## src/rtl/bale_pkg.sv

```systemverilog
`timescale 1ns / 1ps
// ----------------------------------------------------------------------------
// bale_pkg
// Shared widths, operation codes and defaults for the bounded array list.
// ----------------------------------------------------------------------------
package bale_pkg;

    localparam int DATA_W       = 32;
    localparam int COUNT_W      = 8;
    localparam int FUNC_W       = 3;
    localparam int CAPACITY_DEF = 128;

    localparam logic [FUNC_W-1:0] OP_APPEND = 3'd0;
    localparam logic [FUNC_W-1:0] OP_REMOVE = 3'd1;
    localparam logic [FUNC_W-1:0] OP_FIND   = 3'd2;
    localparam logic [FUNC_W-1:0] OP_GET    = 3'd3;
    localparam logic [FUNC_W-1:0] OP_CLEAR  = 3'd4;

endpackage

```

## src/rtl/bale_ram.sv

```systemverilog
`timescale 1ns / 1ps
// ----------------------------------------------------------------------------
// bale_ram
// Entry store: one write port, one read port, registered read data.
// ----------------------------------------------------------------------------
module bale_ram
    import bale_pkg::*;
#(
    parameter int DEPTH = CAPACITY_DEF,
    parameter int AW    = (DEPTH > 1) ? $clog2(DEPTH) : 1
) (
    input  logic              i_clk,
    input  logic              i_we,
    input  logic [AW-1:0]     i_wa,
    input  logic [DATA_W-1:0] i_wd,
    input  logic              i_re,
    input  logic [AW-1:0]     i_ra,
    output logic [DATA_W-1:0] o_rd
);

    logic [DATA_W-1:0] r_mem [DEPTH];
    logic [DATA_W-1:0] r_rd;

    always_ff @(posedge i_clk) begin
        if (i_we) begin
            r_mem[i_wa] <= i_wd;
        end
        if (i_re) begin
            r_rd <= r_mem[i_ra];
        end
    end

    assign o_rd = r_rd;

endmodule

```

## config.mk

```make
export PLATFORM = sky130hd
export DESIGN_NAME = bale_ram
export DESIGN_NICKNAME = d
export VERILOG_FILES = /design/src/rtl/bale_pkg.sv /design/src/rtl/bale_ram.sv
export SDC_FILE = /design/constraint.sdc
export NUM_CORES = 2
export LEC_CHECK = 0
export BUFFER_PORTS_ARGS = -buffer_cell sky130_fd_sc_hd__clkbuf_2
export CAP_MARGIN = 20
export CORE_MARGIN = 4
export CORE_UTILIZATION = 65
export DETAILED_ROUTE_END_ITERATION = 12
export GPL_ROUTABILITY_DRIVEN = 0
export MAX_ROUTING_LAYER = met4
export PLACE_DENSITY = 0.88
export SLEW_MARGIN = 20
export SYNTH_ARGS = -nofsm -noshare
export SYNTH_HDL_FRONTEND = slang
export SYNTH_SLANG_ARGS = --single-unit
```

## constraint.sdc

```tcl
create_clock -name i_clk -period 6.64 [get_ports i_clk]
set_input_delay 0.664 -clock i_clk [delete_from_list [all_inputs] [get_ports i_clk]]
set_output_delay 0.664 -clock i_clk [all_outputs]
set_load 0.02 [all_outputs]
```

==> metrics <==
Internal Power=42.8 mW; CP Data Arrival Time=4.70 ns; Sw Share=0.235; most common cell after layout, fill and taps aside=edfxtp_1; status=finished with violations; power share of the combinational group=0.057; Post-Synth XOR/XNOR Area=0; DRC viols=1; syn_area_per_cell=26.1 µm²; Worst R2R End=o_rd[28]; initial antenna violation count=120; Simple-Gate Fraction of Synth Area=0.00445; setup tns final=0 ns; Crit path top cell by count=mux4_2; layout cells sized above 1=0.356; root buffer cell=clkbuf_16; chip height=499 µm; buffer and inverter count on the worst path=3; Slew Viols, Final=0; die extent in x=499 µm; # resized after CTS=0; f_max=253 MHz; postcts setup bufs=0; first-pass GRT wire length=748 mm; Clock Sinks=4,128; Synth Area in Compound Gates=0; RSZ-0062 raised after global routing=false; Power Dens Cells=318 mW/mm²; Post-Place Cells=9,173; R2R depth=4; worst clock skew=0.0665 ns; area added between synthesis and finish=12.4%; DP Wirelength=268 mm; final cell count without fillers=10.0k; HP Class=in -> reg; register area share after synthesis=0.792; post-placement cell area=0.163 mm²; CTS Hold Bufs=0; Skew-Pair Late Insertion Delay=1.05 ns; CTS H-tree depth=5; Startpoint Class=input pin; worst r2r src=r_mem[6][28]; Slew @ Worst Pin=1.27 ns; NetSw=13.1 mW; max_cap viols=0; mux cell area share after synthesis=0.196; uppermost layer routed=met4; Final Setup Violations=0; leakage power of the design=54.0 nW; maximum fanout along the worst path=69; number of global-route vias before repair=81.0k; WHS Path Cells=1; #FFs+latches synth=4,128; Syn Inst Count=5,990; Port Buffer Count=80; metal1 wirelength=155 mm; main combinational cell family by area after synthesis=multiplexers; register share of total power=0.517; Worst setup EP type=flop; Yosys warning count=0; CTS clock-pin slew for the worst setup and hold paths=0.07 ns; Synth Area in Adders=0; total CTS buffers=398; peak supply drop=0.334 mV; grt total ovfl=0; fin area=0.176 mm²; total chip power=55.9 mW; CTS max path bufs=4; All-Layer GR Usage=0.467; Cell Rows=179; min-delay src=i_wd[16]; syn nets=6,039; max incr delay on CP=0.74 ns; endpoints failing hold=0; drt total wl=574 mm; slowest CP cell=mux4_2; worst path required time=7.39 ns; Slew HR=0.153; Avg WL per Cell=57.2 µm; critical path cell sequence=buf_8, buf_4, buf_4, mux4_2, mux4_2, mux4_2, mux2_2; First DRT Iteration DRCs=23.4k; First-pass DRT Iterations=13; largest net degree at the start of global routing=114; Clock Power Share=0.425; wire length on met3=107 mm; failing checks=DRC; vias post-DR=87.0k; Reg2Reg Setup Slack=3.35 ns; crit path kind=in -> reg; Final nets=6,456; CTS tree=yes; Largest delay share family, worst path=multiplexers; synthesized area=0.157 mm²; worst min-delay path endpoint=r_mem[121][16]; distinct cell type count after synthesis=16; die area=0.249 mm²; Initial Utilization=0.656; most frequent cells in the layout=edfxtp_1, mux4_2, clkbuf_16; ANT nets after route=0; Core Region=0.239 mm²; Tcrit/Tclk final=0.594; Final min period=3.95 ns; I/O Pins=81; met2 WL post-DR=254 mm; DR vias/cell=8.68
[routing by layer]
| layer | vias up | global-route usage |
|---|---|---|
| li1 | 27400 | - |
| met1 | 43100 | 0.569 |
| met2 | 13200 | 0.663 |
| met3 | 3331 | 0.185 |
| met4 | 0 | 0.290 |
| met5 | - | - |
[per-stage QoR]
stage | worst slack [ns] | hold WS, ns | utilization
finish | 2.69 | 0.0685 | 0.738
global route | 2.79 | 0.0454 | 0.737
CTS | 2.91 | 0.0238 | 0.736
detailed placement | 1.98 | 1.08 | 0.683
global placement | 2.10 | 1.05 | 0.683
floorplan | 2.74 | 0.763 | -
[kinds of logic after synthesis]
kind of cell	count (synthesis)
buffers and inverters	316
multiplexers	1376
AND/OR/NAND/NOR	170
flip-flops	4128
[cell usage after synthesis]
library cell / number / area share
buf_4: 3 / 0.00014
clkbuf_1: 182 / 0.0044
or3_1: 1 / 0.000040
nor3_1: 9 / 0.00029
mux2_2: 32 / 0.0023
nor2b_1: 7 / 0.00028
buf_2: 79 / 0.0025
buf_6: 2 / 0.00014
nor2_1: 122 / 0.0029
edfxtp_1: 4128 / 0.79
buf_1: 50 / 0.0012
mux4_2: 1344 / 0.19
nand2_1: 14 / 0.00034
nand4_1: 3 / 0.00012
nand2b_1: 2 / 0.000080
nand3_1: 12 / 0.00038
[state kept, by name, indices dropped and copies added, names as in the netlist]
name / cells
o_rd: 32
r_mem: 4096
[worst max-delay path by stage]
stage                         to  cells past startpoint  slack, ns  startpoint
global placement        o_rd[17]                      7       2.10     i_ra[2]
floorplan           r_mem[98][0]                      3       2.74        i_we
CTS                     o_rd[17]                      7       2.91     i_ra[2]
finish                  o_rd[17]                      7       2.69     i_ra[2]
detailed placement      o_rd[17]                      7       1.98     i_ra[2]
global route             o_rd[4]                      7       2.79     i_ra[2]
[power by group through the flow]
stage	Clock (mW)	Combinational (mW)	Sequential [mW]
finish	23.8	3.21	28.9
global route	24.7	3.16	28.9
CTS	23.4	2.93	28.9
detailed placement	0	2.78	29.5
global placement	0	2.57	29.4
floorplan	0	1.39	29.4
[final cells by class]
type	count	area (µm²)
flip-flops and latches	4128	124000
fillers	11400	62700
multi-input cells	1546	32300
clock buffers	470	10400
well taps	3167	3960
repair buffers	333	2830
clock inverters	223	2240
diodes	158	395
Note: power is estimated with default switching activity, not from simulation.
